**src/design/gpms_pkg.sv**
```systemverilog
// ----------------------------------------------------------------------------
// gpms_pkg: shared definitions for the goal-to-polar motion sequencer
// Holds the field widths, event and command codes, the fixed-point constants
// and the elementary angle table used by the vectoring unit.
// ----------------------------------------------------------------------------
`timescale 1ns / 1ps
`default_nettype none

package gpms_pkg;

  localparam int COORD_WIDTH  = 16;
  localparam int CORDIC_STEPS = 16;
  localparam int MAX_STEPS    = 24;
  localparam int NUM_STEPS    = (CORDIC_STEPS > MAX_STEPS) ? MAX_STEPS : CORDIC_STEPS;
  localparam int CNT_W        = $clog2(NUM_STEPS);
  localparam int ATAN_IDX_W   = $clog2(MAX_STEPS);

  localparam int GUARD_SHIFT  = 16;
  localparam int X_W          = COORD_WIDTH + GUARD_SHIFT + 2;
  localparam int Z_W          = 32;
  localparam int MAG_SHIFT    = 8;
  localparam int SHR_W        = X_W - 1 - MAG_SHIFT;
  localparam int KINV_W       = 20;
  localparam int PROD_W       = SHR_W + KINV_W;
  localparam int ROUND_SHIFT  = 28;
  localparam int DFULL_W      = PROD_W + 1 - ROUND_SHIFT;
  localparam int ANGLE_SHIFT  = 16;

  localparam int KIND_W       = 2;
  localparam int DIST_W       = 16;
  localparam int VALUE_W      = 17;

  localparam logic [KINV_W-1:0]         KINV_Q20    = 20'd636752;
  localparam logic signed [Z_W-1:0]     HALF_PI_Q29 = 32'sd843314857;
  localparam logic signed [VALUE_W-1:0] PI_Q13      = 17'sd25736;
  localparam logic signed [VALUE_W-1:0] NEG_PI_Q13  = -17'sd25736;

  localparam logic [KIND_W-1:0] KIND_GOAL       = 2'd0;
  localparam logic [KIND_W-1:0] KIND_ROT_DONE   = 2'd1;
  localparam logic [KIND_W-1:0] KIND_TRANS_DONE = 2'd2;

  localparam logic [KIND_W-1:0] CMD_ROTATE    = 2'd0;
  localparam logic [KIND_W-1:0] CMD_TRANSLATE = 2'd1;
  localparam logic [KIND_W-1:0] CMD_REACHED   = 2'd2;

  typedef logic signed [COORD_WIDTH-1:0] coord_t;

  typedef struct packed {
    logic              done;
    logic [DIST_W-1:0] distance;
    logic [VALUE_W-1:0] angle;
  } gpms_cordic_res_t;

  // Elementary angles atan(2^-i) in Q29 radians.
  function automatic logic [Z_W-1:0] atan_q29(input logic [ATAN_IDX_W-1:0] idx);
    logic [Z_W-1:0] val;
    case (idx)
      5'd0:    val = 32'd421657428;
      5'd1:    val = 32'd248918915;
      5'd2:    val = 32'd131521919;
      5'd3:    val = 32'd66762580;
      5'd4:    val = 32'd33510843;
      5'd5:    val = 32'd16771757;
      5'd6:    val = 32'd8387926;
      5'd7:    val = 32'd4194219;
      5'd8:    val = 32'd2097141;
      5'd9:    val = 32'd1048575;
      5'd10:   val = 32'd524288;
      5'd11:   val = 32'd262144;
      5'd12:   val = 32'd131072;
      5'd13:   val = 32'd65536;
      5'd14:   val = 32'd32768;
      5'd15:   val = 32'd16384;
      5'd16:   val = 32'd8192;
      5'd17:   val = 32'd4096;
      5'd18:   val = 32'd2048;
      5'd19:   val = 32'd1024;
      5'd20:   val = 32'd512;
      5'd21:   val = 32'd256;
      5'd22:   val = 32'd128;
      5'd23:   val = 32'd64;
      default: val = '0;
    endcase
    return val;
  endfunction

endpackage

`default_nettype wire

```
**src/design/gpms_in_if.sv**
```systemverilog
// ----------------------------------------------------------------------------
// gpms_in_if: event channel of the motion sequencer
// Carries one event item (kind and goal coordinates) with a valid/ready
// handshake.
// ----------------------------------------------------------------------------
`timescale 1ns / 1ps
`default_nettype none

interface gpms_in_if;
  import gpms_pkg::*;

  logic              valid;
  logic              ready;
  logic [KIND_W-1:0] kind;
  coord_t            goal_x;
  coord_t            goal_y;

  modport source (output valid, output kind, output goal_x, output goal_y, input ready);
  modport sink   (input valid, input kind, input goal_x, input goal_y, output ready);
endinterface

`default_nettype wire

```
**src/design/gpms_out_if.sv**
```systemverilog
// ----------------------------------------------------------------------------
// gpms_out_if: command channel of the motion sequencer
// Carries one command item (kind and value) with a valid/ready handshake.
// ----------------------------------------------------------------------------
`timescale 1ns / 1ps
`default_nettype none

interface gpms_out_if;
  import gpms_pkg::*;

  logic                      valid;
  logic                      ready;
  logic [KIND_W-1:0]         command_kind;
  logic signed [VALUE_W-1:0] command_value;

  modport source (output valid, output command_kind, output command_value, input ready);
  modport sink   (input valid, input command_kind, input command_value, output ready);
endinterface

`default_nettype wire

```
**src/design/gpms_cordic.sv**
```systemverilog
// ----------------------------------------------------------------------------
// gpms_cordic: iterative CORDIC vectoring unit
// One micro-rotation per cycle on a shared add/shift datapath, then a gain
// correction multiply and a rounding and saturation step for distance and angle.
// ----------------------------------------------------------------------------
`timescale 1ns / 1ps
`default_nettype none

module gpms_cordic (
  input  logic                      clk_i,
  input  logic                      rst_ni,
  input  logic                      start_i,
  input  gpms_pkg::coord_t          gx_i,
  input  gpms_pkg::coord_t          gy_i,
  output gpms_pkg::gpms_cordic_res_t res_o
);
  import gpms_pkg::*;

  localparam logic [1:0] ST_IDLE = 2'd0;
  localparam logic [1:0] ST_ITER = 2'd1;
  localparam logic [1:0] ST_MUL  = 2'd2;
  localparam logic [1:0] ST_FIN  = 2'd3;

  localparam int EXT_W = X_W - COORD_WIDTH - GUARD_SHIFT;
  localparam logic [CNT_W-1:0] LAST_STEP = CNT_W'(NUM_STEPS - 1);
  localparam logic signed [Z_W:0] Z_ROUND = (Z_W+1)'(1) << (ANGLE_SHIFT - 1);
  localparam logic [PROD_W:0] P_ROUND = (PROD_W+1)'(1) << (ROUND_SHIFT - 1);

  logic [1:0]              st_q, st_d;
  logic [CNT_W-1:0]        cnt_q, cnt_d;
  logic signed [X_W-1:0]   x_q, x_d, y_q, y_d;
  logic signed [Z_W-1:0]   z_q, z_d;
  logic [PROD_W-1:0]       prod_q, prod_d;

  logic signed [X_W-1:0]   gx_ext, gy_ext, dx, dy;
  logic [Z_W-1:0]          atan_val;
  logic                    y_pos, y_neg;
  logic [SHR_W-1:0]        mag_shr;
  logic [PROD_W:0]         prod_rnd;
  logic [DFULL_W-1:0]      dist_full;
  logic signed [Z_W:0]     z_rnd;
  logic signed [VALUE_W-1:0] ang_raw, ang_sat;

  assign gx_ext   = $signed({{EXT_W{gx_i[COORD_WIDTH-1]}}, gx_i, {GUARD_SHIFT{1'b0}}});
  assign gy_ext   = $signed({{EXT_W{gy_i[COORD_WIDTH-1]}}, gy_i, {GUARD_SHIFT{1'b0}}});
  assign dx       = y_q >>> cnt_q;
  assign dy       = x_q >>> cnt_q;
  assign atan_val = atan_q29(ATAN_IDX_W'(cnt_q));
  assign y_neg    = y_q[X_W-1];
  assign y_pos    = !y_q[X_W-1] && (y_q != '0);
  assign mag_shr  = x_q[X_W-1] ? '0 : x_q[X_W-2:MAG_SHIFT];

  always_comb begin
    st_d   = st_q;
    cnt_d  = cnt_q;
    x_d    = x_q;
    y_d    = y_q;
    z_d    = z_q;
    prod_d = prod_q;
    case (st_q)
      ST_IDLE: begin
        if (start_i) begin
          cnt_d = '0;
          st_d  = ST_ITER;
          if (gx_ext[X_W-1]) begin
            if (!gy_ext[X_W-1]) begin
              x_d = gy_ext;
              y_d = -gx_ext;
              z_d = HALF_PI_Q29;
            end else begin
              x_d = -gy_ext;
              y_d = gx_ext;
              z_d = -HALF_PI_Q29;
            end
          end else begin
            x_d = gx_ext;
            y_d = gy_ext;
            z_d = '0;
          end
        end
      end
      ST_ITER: begin
        if (y_pos) begin
          x_d = x_q + dx;
          y_d = y_q - dy;
          z_d = z_q + $signed(atan_val);
        end else if (y_neg) begin
          x_d = x_q - dx;
          y_d = y_q + dy;
          z_d = z_q - $signed(atan_val);
        end
        cnt_d = cnt_q + 1'b1;
        if (cnt_q == LAST_STEP) begin
          st_d = ST_MUL;
        end
      end
      ST_MUL: begin
        prod_d = PROD_W'(mag_shr) * PROD_W'(KINV_Q20);
        st_d   = ST_FIN;
      end
      ST_FIN: begin
        st_d = ST_IDLE;
      end
      default: begin
        st_d = ST_IDLE;
      end
    endcase
  end

  always_comb begin
    prod_rnd  = {1'b0, prod_q} + P_ROUND;
    dist_full = prod_rnd[PROD_W:ROUND_SHIFT];
    z_rnd     = {z_q[Z_W-1], z_q} + Z_ROUND;
    ang_raw   = z_rnd[Z_W:ANGLE_SHIFT];
    if (ang_raw > PI_Q13) begin
      ang_sat = PI_Q13;
    end else if (ang_raw < NEG_PI_Q13) begin
      ang_sat = NEG_PI_Q13;
    end else begin
      ang_sat = ang_raw;
    end
    res_o.done     = (st_q == ST_FIN);
    res_o.distance = (|dist_full[DFULL_W-1:DIST_W]) ? '1 : dist_full[DIST_W-1:0];
    res_o.angle    = ang_sat;
  end

  always_ff @(posedge clk_i or negedge rst_ni) begin
    if (!rst_ni) begin
      st_q  <= ST_IDLE;
      cnt_q <= '0;
    end else begin
      st_q  <= st_d;
      cnt_q <= cnt_d;
    end
  end

  always_ff @(posedge clk_i) begin
    x_q    <= x_d;
    y_q    <= y_d;
    z_q    <= z_d;
    prod_q <= prod_d;
  end

endmodule

`default_nettype wire

```
**src/design/goal_to_polar_motion_sequencer.sv**
```systemverilog
// ----------------------------------------------------------------------------
// goal_to_polar_motion_sequencer: turns goal and acknowledgement events into
// rotate, translate and goal-reached commands.
//
// Events enter on in_i and commands leave on out_o, both valid/ready channels.
// A new goal taken while idle is converted to polar form by an iterative
// CORDIC unit that performs one micro-rotation per cycle, followed by the
// gain multiply and a rounding step. Goals that arrive while a move is
// still in progress are dropped. in_i is not ready until the current item
// has reached the output register.
// Results are held in a single output register, so a new item can be taken
// while the previous command waits; if the receiver stalls, the next result
// waits in the sequencer until the output register is free.
// Reset clears both busy flags, the stored distance and the output valid.
// ----------------------------------------------------------------------------
`timescale 1ns / 1ps
`default_nettype none

module goal_to_polar_motion_sequencer (
  input  logic              clk_i,
  input  logic              rst_ni,
  gpms_in_if.sink           in_i,
  gpms_out_if.source        out_o
);
  import gpms_pkg::*;

  localparam logic [1:0] S_IDLE   = 2'd0;
  localparam logic [1:0] S_CORDIC = 2'd1;
  localparam logic [1:0] S_EMIT   = 2'd2;

  logic [1:0]          state_q, state_d;
  logic                rotating_q, rotating_d;
  logic                translating_q, translating_d;
  logic [DIST_W-1:0]   pend_dist_q, pend_dist_d;
  logic [KIND_W-1:0]   res_kind_q, res_kind_d;
  logic [VALUE_W-1:0]  res_val_q, res_val_d;
  logic                out_valid_q, out_valid_d;
  logic [KIND_W-1:0]   out_kind_q, out_kind_d;
  logic [VALUE_W-1:0]  out_val_q, out_val_d;

  logic                accept;
  logic                cordic_start;
  gpms_cordic_res_t    cordic_res;

  assign in_i.ready          = (state_q == S_IDLE);
  assign accept              = in_i.valid && in_i.ready;
  assign out_o.valid         = out_valid_q;
  assign out_o.command_kind  = out_kind_q;
  assign out_o.command_value = $signed(out_val_q);

  gpms_cordic u_cordic (
    .clk_i   (clk_i),
    .rst_ni  (rst_ni),
    .start_i (cordic_start),
    .gx_i    (in_i.goal_x),
    .gy_i    (in_i.goal_y),
    .res_o   (cordic_res)
  );

  always_comb begin
    state_d       = state_q;
    rotating_d    = rotating_q;
    translating_d = translating_q;
    pend_dist_d   = pend_dist_q;
    res_kind_d    = res_kind_q;
    res_val_d     = res_val_q;
    out_valid_d   = out_valid_q && !out_o.ready;
    out_kind_d    = out_kind_q;
    out_val_d     = out_val_q;
    cordic_start  = 1'b0;
    case (state_q)
      S_IDLE: begin
        if (accept) begin
          case (in_i.kind)
            KIND_GOAL: begin
              if (!rotating_q && !translating_q) begin
                if (in_i.goal_x == '0 && in_i.goal_y == '0) begin
                  res_kind_d = CMD_REACHED;
                  res_val_d  = '0;
                  state_d    = S_EMIT;
                end else begin
                  cordic_start = 1'b1;
                  state_d      = S_CORDIC;
                end
              end
            end
            KIND_ROT_DONE: begin
              rotating_d = 1'b0;
              res_kind_d = CMD_TRANSLATE;
              res_val_d  = VALUE_W'(pend_dist_q);
              state_d    = S_EMIT;
            end
            KIND_TRANS_DONE: begin
              translating_d = 1'b0;
              res_kind_d    = CMD_REACHED;
              res_val_d     = '0;
              state_d       = S_EMIT;
            end
            default: begin
              state_d = S_IDLE;
            end
          endcase
        end
      end
      S_CORDIC: begin
        if (cordic_res.done) begin
          pend_dist_d   = cordic_res.distance;
          rotating_d    = 1'b1;
          translating_d = 1'b1;
          res_kind_d    = CMD_ROTATE;
          res_val_d     = cordic_res.angle;
          state_d       = S_EMIT;
        end
      end
      S_EMIT: begin
        if (!out_valid_q || out_o.ready) begin
          out_valid_d = 1'b1;
          out_kind_d  = res_kind_q;
          out_val_d   = res_val_q;
          state_d     = S_IDLE;
        end
      end
      default: begin
        state_d = S_IDLE;
      end
    endcase
  end

  always_ff @(posedge clk_i or negedge rst_ni) begin
    if (!rst_ni) begin
      state_q       <= S_IDLE;
      rotating_q    <= 1'b0;
      translating_q <= 1'b0;
      pend_dist_q   <= '0;
      out_valid_q   <= 1'b0;
    end else begin
      state_q       <= state_d;
      rotating_q    <= rotating_d;
      translating_q <= translating_d;
      pend_dist_q   <= pend_dist_d;
      out_valid_q   <= out_valid_d;
    end
  end

  always_ff @(posedge clk_i) begin
    res_kind_q <= res_kind_d;
    res_val_q  <= res_val_d;
    out_kind_q <= out_kind_d;
    out_val_q  <= out_val_d;
  end

endmodule

`default_nettype wire
```
**src/flat_wrapper.sv**
```systemverilog
// flat-port wrapper written by rule: the top's interface ports become plain ports
module goal_to_polar_motion_sequencer_flat import gpms_pkg::*;
  (clk_i, rst_ni, in_i_valid, in_i_kind, in_i_goal_x, in_i_goal_y, in_i_ready, out_o_valid, out_o_command_kind, out_o_command_value, out_o_ready);
  gpms_in_if in_i_i ();
  gpms_out_if out_o_i ();
  input  logic clk_i;
  input  logic rst_ni;
  input wire logic [$bits(in_i_i.valid)-1:0] in_i_valid;
  input wire logic [$bits(in_i_i.kind)-1:0] in_i_kind;
  input wire logic [$bits(in_i_i.goal_x)-1:0] in_i_goal_x;
  input wire logic [$bits(in_i_i.goal_y)-1:0] in_i_goal_y;
  output wire logic [$bits(in_i_i.ready)-1:0] in_i_ready;
  output wire logic [$bits(out_o_i.valid)-1:0] out_o_valid;
  output wire logic [$bits(out_o_i.command_kind)-1:0] out_o_command_kind;
  output wire logic [$bits(out_o_i.command_value)-1:0] out_o_command_value;
  input wire logic [$bits(out_o_i.ready)-1:0] out_o_ready;
  assign in_i_i.valid = in_i_valid;
  assign in_i_i.kind = in_i_kind;
  assign in_i_i.goal_x = in_i_goal_x;
  assign in_i_i.goal_y = in_i_goal_y;
  assign in_i_ready = in_i_i.ready;
  assign out_o_valid = out_o_i.valid;
  assign out_o_command_kind = out_o_i.command_kind;
  assign out_o_command_value = out_o_i.command_value;
  assign out_o_i.ready = out_o_ready;
  goal_to_polar_motion_sequencer u_core (.clk_i(clk_i), .rst_ni(rst_ni), .in_i(in_i_i), .out_o(out_o_i));
endmodule
```
**config.mk**
```make
export PLATFORM = sky130hd
export DESIGN_NAME = goal_to_polar_motion_sequencer_flat
export DESIGN_NICKNAME = d
export VERILOG_FILES = /design/src/design/gpms_pkg.sv /design/src/design/gpms_in_if.sv /design/src/design/gpms_out_if.sv /design/src/design/gpms_cordic.sv /design/src/design/goal_to_polar_motion_sequencer.sv /design/src/flat_wrapper.sv
export SDC_FILE = /design/constraint.sdc
export NUM_CORES = 1
export LEC_CHECK = 0
export ABC_CLOCK_PERIOD_IN_PS = 6550
export BUFFER_PORTS_ARGS = -buffer_cell sky130_fd_sc_hd__buf_4
export CORE_UTILIZATION = 35
export DETAILED_ROUTE_END_ITERATION = 8
export HOLD_SLACK_MARGIN = 0.15
export PLACE_DENSITY = 0.51
export SLEW_MARGIN = 20
export SYNTH_ARGS = -nofsm -noshare
export SYNTH_HDL_FRONTEND = slang
export SYNTH_SLANG_ARGS = --single-unit
```
**constraint.sdc**
```tcl
create_clock -name clk_i -period 6.55 [get_ports clk_i]
set_clock_uncertainty 0.2 [all_clocks]
set_input_delay 0.655 -clock clk_i [delete_from_list [all_inputs] [get_ports clk_i]]
set_output_delay 0.655 -clock clk_i [all_outputs]
set_load 0.005 [all_outputs]
```
## Word level (Yosys, flattened, before mapping)

Memories as Yosys holds them, arrays and structs flattened.
Index checks and enable logic that the tools add are counted.

- Multiplexer cells: 60
- Shifts and indexed selects: 2
- Equal/unequal tests: 19
- Order comparisons: 2
- $mul: 1
- Add/sub/neg operators: 11
- Reduce and logical (&&, ||, !) cells: 30

Operators by type and width:

| operator | number |
|---|---|
| 34-bit 2-to-1 mux | 10 |
| 32-bit 2-to-1 mux | 5 |
| 34-bit case mux with 2 select lines | 2 |
| 17-bit 2-to-1 mux | 6 |
| 34-bit adder | 2 |
| 32-bit negation with 34-bit output | 2 |
| 34-bit by 4-bit >>> shifter with 34-bit output | 2 |
| 34-bit subtractor | 2 |
| 32-bit case mux with 2 select lines | 1 |
| 17-bit case mux with 3 select lines | 1 |
| 45-bit by 28-bit adder with 46-bit output (second input constant) | 1 |
| 25-bit by 16-bit multiplier with 41-bit output (second input constant) | 1 |
| 17-bit case mux with 2 select lines | 1 |
| 34-bit nonzero test | 1 |
| 32-bit by 17-bit adder with 33-bit output (second input constant) | 1 |
| 32-bit adder | 1 |
| 16-bit logical NOT | 2 |
| 32-bit subtractor | 1 |
| 25-bit 2-to-1 mux | 1 |
| 2-bit 2-to-1 mux | 11 |
| 17-bit by 16-bit greater-than comparator with 1-bit output (second input constant) | 1 |
| 17-bit by 16-bit less-than comparator with 1-bit output (second input constant) | 1 |
| 16-bit 2-to-1 mux | 1 |
| 1-bit 2-to-1 mux | 12 |
| 24 further kinds | 56 |

- Bits in registers: 206
- Word-level logic and storage cells: 142
- Bits in read-only memories: 464
- Memories kept: 1
- Input bits: 38
- Output and inout port bits: 21

Memory list:

| name | words | bits a word | read ports | clocked after Yosys merged registers in | write ports | line | source |
|---|---|---|---|---|---|---|---|
| (name not given) | 16 | 29 | 1 | 0 | 0 | gpms_pkg.sv:57 | `case (idx)` |

## Longest topological paths before layout

Gate-level depths: netlist of run 1.

- Depth after elaboration: 9
- Depth in mapped cells: 29
- Mapped depth without buffers: 24

## Cells and area by module

A second synthesis of run 1 with hierarchy kept.

- Cells, all modules: 3322
- Area total of the unflattened synthesis: 28243.3 um2

Modules (own cells, without submodules):

| module | instances | cells each | area each (um2) | sequential area each (um2) |
|---|---|---|---|---|
| gpms_cordic | 1 | 3135 | 25782.2 | 3693.5 |
| goal_to_polar_motion_sequencer | 1 | 187 | 2461.1 | 1666.6 |

## Least setup slack after synthesis of run 1

OpenSTA, ideal clock, no wires.

- Kind: in2reg
- From: input in_i_goal_y[0]
- To: register u_core.u_cordic.x_q[0], enable pin
- Cell stages on the path: 10
- Data required time: 5761 ps
- Arrival time: 6523 ps
- Setup slack: -762 ps
- Buffers on the path: 0
- Library setup time: 589 ps
- Path through: inv_1 -> ha_1 -> nand2_1 -> or3_1 -> or2_2 -> or4_1 -> nand4_1 -> nand2_1 -> o21ai_1 -> a21oi_1

- Word-level cells in the longest chain between the ends: 9

Ends and longest elaborated chain:

| element | line | source |
|---|---|---|
| from (decl) | flat_wrapper.sv:11 | `input wire logic [$bits(in_i_i.goal_y)-1:0] in_i_goal_y;` |
| 16-bit logical NOT | goal_to_polar_motion_sequencer.sv:77 | `if (in_i.goal_x == '0 && in_i.goal_y == '0) begin` |
| 1-bit logical AND | goal_to_polar_motion_sequencer.sv:77 |  |
| 1-bit 2-to-1 mux | goal_to_polar_motion_sequencer.sv:77 |  |
| 1-bit 2-to-1 mux | goal_to_polar_motion_sequencer.sv:76 | `if (!rotating_q && !translating_q) begin` |
| 1-bit 2-to-1 mux | goal_to_polar_motion_sequencer.sv:74 | `case (in_i.kind)` |
| 1-bit 2-to-1 mux | goal_to_polar_motion_sequencer.sv:73 | `if (accept) begin` |
| 1-bit 2-to-1 mux | goal_to_polar_motion_sequencer.sv:71 | `case (state_q)` |
| 2-bit by 1-bit inequality test with 1-bit output (no line) | - |  |
| 3-bit AND reduction (no line) | - |  |
| to (signal assigned) | gpms_cordic.sv:138 | `x_q <= x_d;` |
| to (decl) | gpms_cordic.sv:31 | `logic signed [X_W-1:0] x_q, x_d, y_q, y_d;` |

No other way between the ends.
A chain may end at the register's enable or synchronous reset.

## Final worst setup path of run 1

- From: register u_core.u_cordic.x_q[33]
- To: register u_core.u_cordic.prod_q[40], data pin

- Word-level cells in the longest chain between the ends: 2

Ends and longest elaborated chain:

| element | line | source |
|---|---|---|
| 25-bit 2-to-1 mux | gpms_cordic.sv:51 | `assign mag_shr = x_q[X_W-1] ? '0 : x_q[X_W-2:MAG_SHIFT];` |
| 25-bit by 16-bit multiplier with 41-bit output | gpms_cordic.sv:98 | `prod_d = PROD_W'(mag_shr) * PROD_W'(KINV_Q20);` |
| to (signal assigned) | gpms_cordic.sv:141 | `prod_q <= prod_d;` |
| to (decl) | gpms_cordic.sv:33 | `logic [PROD_W-1:0] prod_q, prod_d;` |

No other way between the ends.

==> metrics.log, run 1 <==
[metrics] final instance count without filler cells: roughly 4500
[metrics] slowest cell delay on critical path: ~560 ps
[metrics] commonest non-fill, non-tap cell in the layout: inv_1
[metrics] warnings from Yosys: 0
[metrics] Slowest-stage cell, CP: fa_2
[metrics] type of the worst setup path: flip-flop to flip-flop
[metrics] GP Congestion: 0.924
[metrics] antenna violation net count after detailed routing: 0
[metrics] Max transition margin: 0.342
[metrics] core region area: 79300 µm²
[metrics] classification of the worst-slack hold path: flip-flop to flip-flop
[metrics] Die ar.: 81500 µm²
[metrics] leading cell types in the layout, fill and taps excluded: inv_1 (322), nand2_1 (311), ha_1 (288)
[metrics] Iter 0 DRT Violations: 1837
[metrics] number of global-route vias before repair: between 20000 and 25000
[metrics] hold wc startpoint: u_core.res_val_q[2]$_DFFE_PP_
[metrics] final number of max-transition violations: 0
[metrics] Main synth FF type: edfxtp_1
[metrics] count of state elements after synthesis: 183
[metrics] register area: roughly 5400 µm²
[metrics] number of remaining DRC errors: 0
[metrics] Post-synth EDFFs: 156
[metrics] later-pin clock latency in the skew report: 520 ps
[metrics] type of element capturing the critical path: flip-flop
[metrics] number of iterations in the first detailed-routing pass: 5
[metrics] GRT Total Usage: 0.217
[metrics] Non-Filler Cell Area, Final: 31500 µm²
[metrics] average via count per standard cell: 5.39
[metrics] Total Nets Final: 3874
[metrics] Data required, critical path: 6620 ps
[metrics] master cell of the clock root buffer: clkbuf_16
[metrics] clock tree from TritonCTS: yes
[metrics] shortest clock period the worst path allows after layout: about 6400 ps
[metrics] pin count of the biggest net entering global routing: 75
[metrics] count of fill cells added during filler insertion: 8126
[metrics] count of buffers inserted at the top-level ports: 58
[metrics] H-tree depth reported by CTS: 4
[metrics] total half-perimeter wirelength after legalization and detailed placement: 71.2 mm
[metrics] ys async rst share: 0.148
[metrics] total wire length after detailed routing: 88.9 mm
[metrics] net count after synthesis: 3803
[metrics] final clock period utilization by the worst path: 0.978
[metrics] number of placed I/O pins: 59
[metrics] unique cell type count in the Yosys netlist: 86
[metrics] global-route wire length before repair: 136 mm
[metrics] total standard cell area after synthesis: between 20000 and 30000 µm²
[metrics] post-detailed-placement cell area: ~30000 µm²
[metrics] outcome: finished, final reports clean
[metrics] arrival time worst endpoint: about 6500 ps
[metrics] starting density of the core: 0.355
[metrics] clock buffer count from CTS: 17
[metrics] area used by multi-input combinational logic: 21100 µm²
[metrics] sum of overflow across all layers after global routing: 0
[metrics] unrepaired setup endpoints after global routing: yes
[metrics] Worst-Margin Slew: 988 ps
[metrics] fraction of final layout cells sized beyond drive strength 1: 0.130
[metrics] worst setup path start: u_core.u_cordic.x_q[33]$_DFFE_PP_
[metrics] Ant. Diodes: 0
[metrics] Setup TNS: 0 ps
[metrics] maximum clock frequency: 156 MHz
[metrics] clk sinks: between 150 and 200
[metrics] sequence of cells on the critical path: clkbuf_16 > nand2b_4 > inv_4 > fa_1 > inv_2 > fa_2 > inv_2 > fa_1 > fa_2 > fa_1 > inv_2 > fa_1 > inv_2 > ha_4 > nand4_1 > or3_1 > o21a_4 > o21ai_4 > o2111ai_2 > a21boi_2 > nor2_1 > xnor2_1
[metrics] Worst setup SP type: flip-flop
[metrics] critical register-to-register path startpoint: u_core.u_cordic.x_q[33]$_DFFE_PP_
[metrics] width of the die: between 200 and 300 µm
[metrics] number of core rows: 103
[metrics] top fanout value on the critical path: 7
[metrics] sequential area share after synthesis: 0.191
[metrics] worst-case hold slack: ~220 ps
[metrics] floorplan die height: ~290 µm
[metrics] clock-pin slew on the worst setup and hold paths: 90 ps
[metrics] detailed-route wire length per cell: 20.0 µm
[metrics] max cap viols: 0
[metrics] number of antenna violations at the first check in global routing: 1
[metrics] final number of hold-violating endpoints: 0
[metrics] Final setup viols: 0
[metrics] clock buffer depth: 2
[metrics] number of cells in the design after placement: 4386
[metrics] total via count after detailed routing: around 24000
[metrics] number of instances in the synthesized netlist: 3316
[metrics] syn avg cell area: 8.48 µm²
[metrics] area added between synthesis and finish: 12.1%
critical path: cells and delay by family, from the launching register on:
| family | cells | cell delay, ps |
|---|---|---|
| adder cells (fa/ha/maj) | 7 | 3320 |
| AO/OA/AOI/OAI | 4 | 840 |
| AND/OR/NAND/NOR | 4 | 670 |
| flip-flops | 1 | 520 |
| buffers and inverters | 6 | 450 |
| XOR/XNOR | 1 | 140 |
path summary, 6_finish.rpt:
kind                                                           end  slack (ps)  cells past startpoint
min in group asynchronous       u_core.pend_dist_q[11]$_DFFE_PN0P_         400                      2
max                           u_core.u_cordic.prod_q[40]$_DFFE_PP_         150                     22
min                        u_core.out_o.command_value[2]$_DFFE_PP_         220                      0
max in group asynchronous     u_core.u_cordic.cnt_q[2]$_DFFE_PN0P_        5380                      2
max reg2reg                   u_core.u_cordic.prod_q[40]$_DFFE_PP_         150                     22
min reg2reg                u_core.out_o.command_value[2]$_DFFE_PP_         220                      0
per-stage QoR:
stage               worst slack, ps  utilization
floorplan                      1.96            -
global placement                100        0.382
detailed placement             13.5        0.382
CTS                            3.43        0.391
global route                  -80.1        0.398
finish                          145        0.398
synthesized netlist by cell type (20+ instances only):
| cell type | number | area share |
|---|---|---|
| o21bai_1 | 20 | 0.0053 |
| and2_1 | 51 | 0.011 |
| a21oi_1 | 214 | 0.038 |
| nand3_1 | 72 | 0.013 |
| or3_1 | 22 | 0.0049 |
| o21a_1 | 38 | 0.010 |
| xnor2_1 | 177 | 0.055 |
| nand4_1 | 23 | 0.0051 |
| a21o_1 | 85 | 0.023 |
| nand2_1 | 314 | 0.042 |
| nor3_1 | 50 | 0.0089 |
| o21ai_0 | 192 | 0.034 |
| dfrtp_1 | 27 | 0.024 |
| clkbuf_1 | 136 | 0.018 |
| mux4_2 | 45 | 0.036 |
| xor2_1 | 92 | 0.029 |
| mux2i_1 | 50 | 0.018 |
| buf_1 | 29 | 0.0039 |
| a31oi_1 | 35 | 0.0078 |
| fa_1 | 152 | 0.11 |
| nor2_1 | 252 | 0.034 |
| ha_1 | 297 | 0.13 |
| o31ai_1 | 24 | 0.0064 |
| a211oi_1 | 28 | 0.0075 |
| inv_1 | 333 | 0.044 |
| edfxtp_1 | 156 | 0.17 |
| nor2b_1 | 70 | 0.016 |
| nand2b_1 | 37 | 0.0082 |
final cells by class:
type	instances	share of cell area
Timing Repair Buffer	230	0.0581
Clock inverter	15	0.00663
Tap cell	1050	0.0417
Multi-Input combinational cell	2620	0.670
Sequential cell	183	0.170
Clock buffer	17	0.0135
Inverter	335	0.0400
routing by layer:
| metal | wire, µm | global-route usage |
|---|---|---|
| met1 | 42600 | 0.308 |
| met3 | 3840 | 0.0253 |
| met2 | 39600 | 0.335 |
| met4 | 2880 | 0.0803 |
| met5 | 0 | 0 |
state kept, by name, summed over array words and instances, names as in the netlist:
signal,cells
u_core.u_cordic.x_q,34
u_core.u_cordic.y_q,34
u_core.u_cordic.z_q,32
u_core.u_cordic.prod_q,18
u_core.out_o.command_value,17
u_core.res_val_q,17
u_core.pend_dist_q,16
u_core.u_cordic.cnt_q,4
u_core.out_o.command_kind,2
u_core.res_kind_q,2
u_core.state_q,2
u_core.u_cordic.st_q,2
u_core.out_o.valid,1
u_core.rotating_q,1
u_core.translating_q,1
timing repair:
action                                  in CTS  in global routing
setup buffers                                0                 29
pin swaps                                    0                 44
hold endpoints to repair                    27                  0
resized for setup                            2                 78
cloned                                       0                  2
hold buffers                                 1                  0
endpoints found under the setup margin       1                 17
cell families after synthesis:
kind of cell	count (synthesis)	share of synthesized area
AOI/OAI and AO/OA	802	0.183
DFF	183	0.191
buffers and inverters	513	0.0704
adders and majority gates	449	0.240
and+or+nand+nor	980	0.165
xor gates and xnor gates	269	0.0838
muxes	120	0.0667
Power of run 1 is left out: the tool's default activity adds up to more than one toggle a clock period on the data nets, which glitch-free logic cannot reach.
==> run 2: changes to the inputs <==
--- a/config.mk
+++ b/config.mk
@@ -5,13 +5,14 @@
 export SDC_FILE = /design/constraint.sdc
 export NUM_CORES = 1
 export LEC_CHECK = 0
-export ABC_CLOCK_PERIOD_IN_PS = 6550
+export ABC_CLOCK_PERIOD_IN_PS = 5900
 export BUFFER_PORTS_ARGS = -buffer_cell sky130_fd_sc_hd__buf_4
 export CORE_UTILIZATION = 35
 export DETAILED_ROUTE_END_ITERATION = 8
 export HOLD_SLACK_MARGIN = 0.15
-export PLACE_DENSITY = 0.51
+export PLACE_DENSITY = 0.5
 export SLEW_MARGIN = 20
 export SYNTH_ARGS = -nofsm -noshare
 export SYNTH_HDL_FRONTEND = slang
+export SYNTH_HIERARCHICAL = 1
 export SYNTH_SLANG_ARGS = --single-unit
==> constraint.sdc (replaced) <==
create_clock -name clk_i -period 5.9 [get_ports clk_i]
set_clock_uncertainty 0.2 [all_clocks]
set_input_delay 0.59 -clock clk_i [delete_from_list [all_inputs] [get_ports clk_i]]
set_output_delay 0.59 -clock clk_i [all_outputs]
set_load 0.005 [all_outputs]
==> run 2 against run 1 <==
The run now ends with setup timing left. First-iteration DRC count decreased by 3.8%. Highest routed layer unchanged. Core utilization increased by 2.1 points. Routed wire length decreased by 2.2%. Register-to-register slack got worse by 1200 ps. Worst setup slack got worse by 1200 ps. Via count increased by 4.2%.
==> metrics.log, run 2 <==
[metrics] outcome: finished with violations
[metrics] violated checks: setup timing
[metrics] worst-case hold slack: 223 ps
[metrics] fraction of final layout cells sized beyond drive strength 1: 0.186
[metrics] final number of hold-violating endpoints: 0
[metrics] total wire length after detailed routing: 86.9 mm
[metrics] unrepaired setup endpoints after global routing: yes
[metrics] sequence of cells on the critical path: buf_6 > buf_16 > buf_4 > nand2b_1 > fa_1 > fa_1 > inv_1 > fa_1 > inv_1 > fa_1 > inv_1 > fa_1 > inv_1 > fa_1 > inv_1 > ha_1 > and3_1 > a22oi_2 > a21oi_2 > a41o_1 > o41a_1 > a211oi_4 > o21a_1 > o211ai_1
[metrics] classification of the worst-slack hold path: flip-flop to flip-flop
[metrics] slowest cell delay on critical path: approximately 540 ps
[metrics] leading cell types in the layout, fill and taps excluded: buf_4 (426), inv_1 (368), nand2_1 (316)
[metrics] area share of the largest cell type after synthesis: 0.166
[metrics] net count after synthesis: around 3800
[metrics] master cell of the clock root buffer: clkbuf_16
[metrics] syn avg cell area: roughly 8.5 µm²
[metrics] warnings from Yosys: 6
[metrics] Worst setup SP type: flip-flop
[metrics] antenna violation net count after detailed routing: 0
[metrics] most repeated cell in the gate-level netlist after synthesis: inv_1
[metrics] global-route wire length before repair: 137 mm
[metrics] top fanout value on the critical path: 10
[metrics] floorplan die height: between 200 and 300 µm
[metrics] clk sinks: about 180
[metrics] number of antenna violations at the first check in global routing: 2
[metrics] post-synthesis mux area share: 0.0801
[metrics] clock buffer count from CTS: 17
[metrics] core region area: 79400 µm²
[metrics] area fraction in and, or, nand and nor cells after synthesis: 0.158
[metrics] Post-Route Utilization: 0.419
[metrics] sum of overflow across all layers after global routing: 0
[metrics] count of state elements after synthesis: 183
[metrics] final number of max-transition violations: 0
[metrics] detailed-route wire length per cell: approximately 19 µm
[metrics] clock tree from TritonCTS: yes
[metrics] Post-synth EDFFs: ~160
[metrics] dominant cell type by area after synthesis: edfxtp_1
[metrics] number of placed I/O pins: 59
[metrics] count of buffers inserted at the top-level ports: 58
[metrics] GP Congestion: roughly 0.9
[metrics] type of element capturing the critical path: flip-flop
[metrics] registers with the highest flip-flop counts: u_core/u_cordic/x_q x34, u_core/u_cordic/y_q x34, u_core/u_cordic/z_q x32
[metrics] Die ar.: approximately 82000 µm²
[metrics] setup slack after layout: -1100 ps
[metrics] Data required, critical path: 5920 ps
[metrics] GRT Total Usage: 0.212
[metrics] final clock period utilization by the worst path: 1.19
[metrics] average via count per standard cell: ~5.3
[metrics] number of iterations in the first detailed-routing pass: 7
[metrics] Ant. Diodes: 0
[metrics] area fraction in compound gates after synthesis: 0.182
[metrics] clock-pin slew on the worst setup and hold paths: 80 ps
[metrics] most numerous cell on the critical path: fa_1
[metrics] type of the worst setup path: flip-flop to flip-flop
[metrics] Final setup viols: 17
[metrics] total standard cell area after synthesis: 28200 µm²
[metrics] commonest non-fill, non-tap cell in the layout: buf_4
[metrics] unique cell type count in the Yosys netlist: 93
[metrics] width of the die: 286 µm
[metrics] xor and xnor area share after synthesis: 0.0759
[metrics] number of remaining DRC errors: 0
[metrics] Non-Filler Cell Area, Final: 33300 µm²
[metrics] max cap viols: 0
[metrics] number of instances in the synthesized netlist: between 3000 and 4000
[metrics] Total Nets Final: 4101
[metrics] clock buffer depth: 2
[metrics] H-tree depth reported by CTS: 4
[metrics] arrival time worst endpoint: 7030 ps
[metrics] number of core rows: approximately 100
[metrics] post-detailed-placement cell area: 32200 µm²
[metrics] area added between synthesis and finish: 17.7%
[metrics] sequential area share after synthesis: 0.190
[metrics] count of fill cells added during filler insertion: just over 8000
[metrics] ranking of synthesized cells by area: edfxtp_1 (17%), ha_1 (13%), fa_1 (11%), inv_1 (4.9%), mux4_2 (4.6%)
[metrics] placement-stage worst setup slack: -1470 ps
[metrics] Post-Synth Adder-Cell Area: 0.240
[metrics] total half-perimeter wirelength after legalization and detailed placement: slightly below 70 mm
[metrics] most instantiated cells after synthesis: inv_1 (372), nand2_1 (317), ha_1 (297)
[metrics] number of global-route vias before repair: 24200
[metrics] shortest clock period the worst path allows after layout: around 7000 ps
[metrics] Main synth FF type: edfxtp_1
[metrics] Iter 0 DRT Violations: 1767
[metrics] ys async rst share: 0.148
[metrics] later-pin clock latency in the skew report: 500 ps
[metrics] Worst-Margin Slew: 1010 ps
[metrics] Slowest-stage cell, CP: fa_1
[metrics] pin count of the biggest net entering global routing: 74
[metrics] total via count after detailed routing: 25000
[metrics] largest family of logic cells by synthesized area: adder cells
[metrics] maximum clock frequency: between 100 and 150 MHz
[metrics] starting density of the core: 0.356
[metrics] Max transition margin: 0.321
-- run 2: changes by cell type after synthesis, moves of 10 or more --
cell	before	now
inv_1	333	372
nor4_1	17	28
o21a_1	38	20
a21o_1	85	66
and3_1	16	31
mux2_2	19	29
and2_1	51	35
xnor2_1	177	147
o21ai_0	192	229
mux4_2	45	58
nor2_1	252	232
nor2b_1	70	54
o211ai_1	16	27
-- run 2: metrics by stage --
step	TNS [ps]	std cells
floorplan	-9310	3322
global placement	-14330	4623
detailed placement	-15520	4623
CTS	-13060	4670
global route	-18840	4677
finish	-11960	4677
-- run 2: worst max-delay path: cells and delay by family, from the launching register on --
kind                     cells  cell delay [ps]
flip-flops                   1              450
adder cells (fa/ha/maj)      7             3440
AO/OA/AOI/OAI                7             1500
buffers and inverters        8              720
AND/OR/NAND/NOR              2              410
-- run 2: repair_timing --
action / CTS / global route
setup endpoints to repair: 19 / 43
hold buffers: 2 / 0
gates cloned: 1 / 0
resized for setup: 32 / 25
endpoints found under the hold margin: 28 / 0
pin swaps: 16 / 3
buffers inserted: 12 / 7
-- run 2: worst paths after layout --
| kind | start | end | slack [ps] | depth (start not counted) |
|---|---|---|---|---|
| setup / recovery | u_core/u_cordic/x_q[33]$_DFFE_PP_ | u_core/u_cordic/prod_q[43]$_DFFE_PP_ | -1100 | 24 |
| setup reg to reg | u_core/u_cordic/x_q[33]$_DFFE_PP_ | u_core/u_cordic/prod_q[43]$_DFFE_PP_ | -1100 | 24 |
| hold reg to reg | u_core/res_val_q[8]$_DFFE_PP_ | u_core/out_o.command_value[8]$_DFFE_PP_ | 220 | 0 |
| min in group asynchronous | rst_ni | u_core/pend_dist_q[12]$_DFFE_PN0P_ | 350 | 2 |
| max in group asynchronous | rst_ni | u_core/u_cordic/cnt_q[0]$_DFFE_PN0P_ | 4810 | 2 |
| hold / removal | u_core/res_val_q[8]$_DFFE_PP_ | u_core/out_o.command_value[8]$_DFFE_PP_ | 220 | 0 |
-- run 2: logic make-up after synthesis --
logic type / after synthesis
and+or+nand+nor: 941
adders and majority gates: 450
DFF: 183
xor gates and xnor gates: 244
buffers and inverters: 548
AOI/OAI and AO/OA: 811
muxes: 145
-- run 2: cell type report --
type                       count  area, µm²  share of cell area
clock inverter                15        193             0.00579
multi-input combinational   2591      21000               0.633
sequential                   183       5370               0.162
tap                         1050       1310              0.0395
clock buffer                  17        425              0.0128
timing repair buffer         444       3490               0.105
inverter                     377       1420              0.0427
-- run 2: per-layer routing --
| layer | track usage | part of all wire |
|---|---|---|
| met5 | 0 | 0 |
| met4 | 0.0410 | 0.011 |
| met3 | 0.0216 | 0.047 |
| met2 | 0.336 | 0.45 |
| met1 | 0.313 | 0.49 |
Power of run 2 is left out for the same reason.
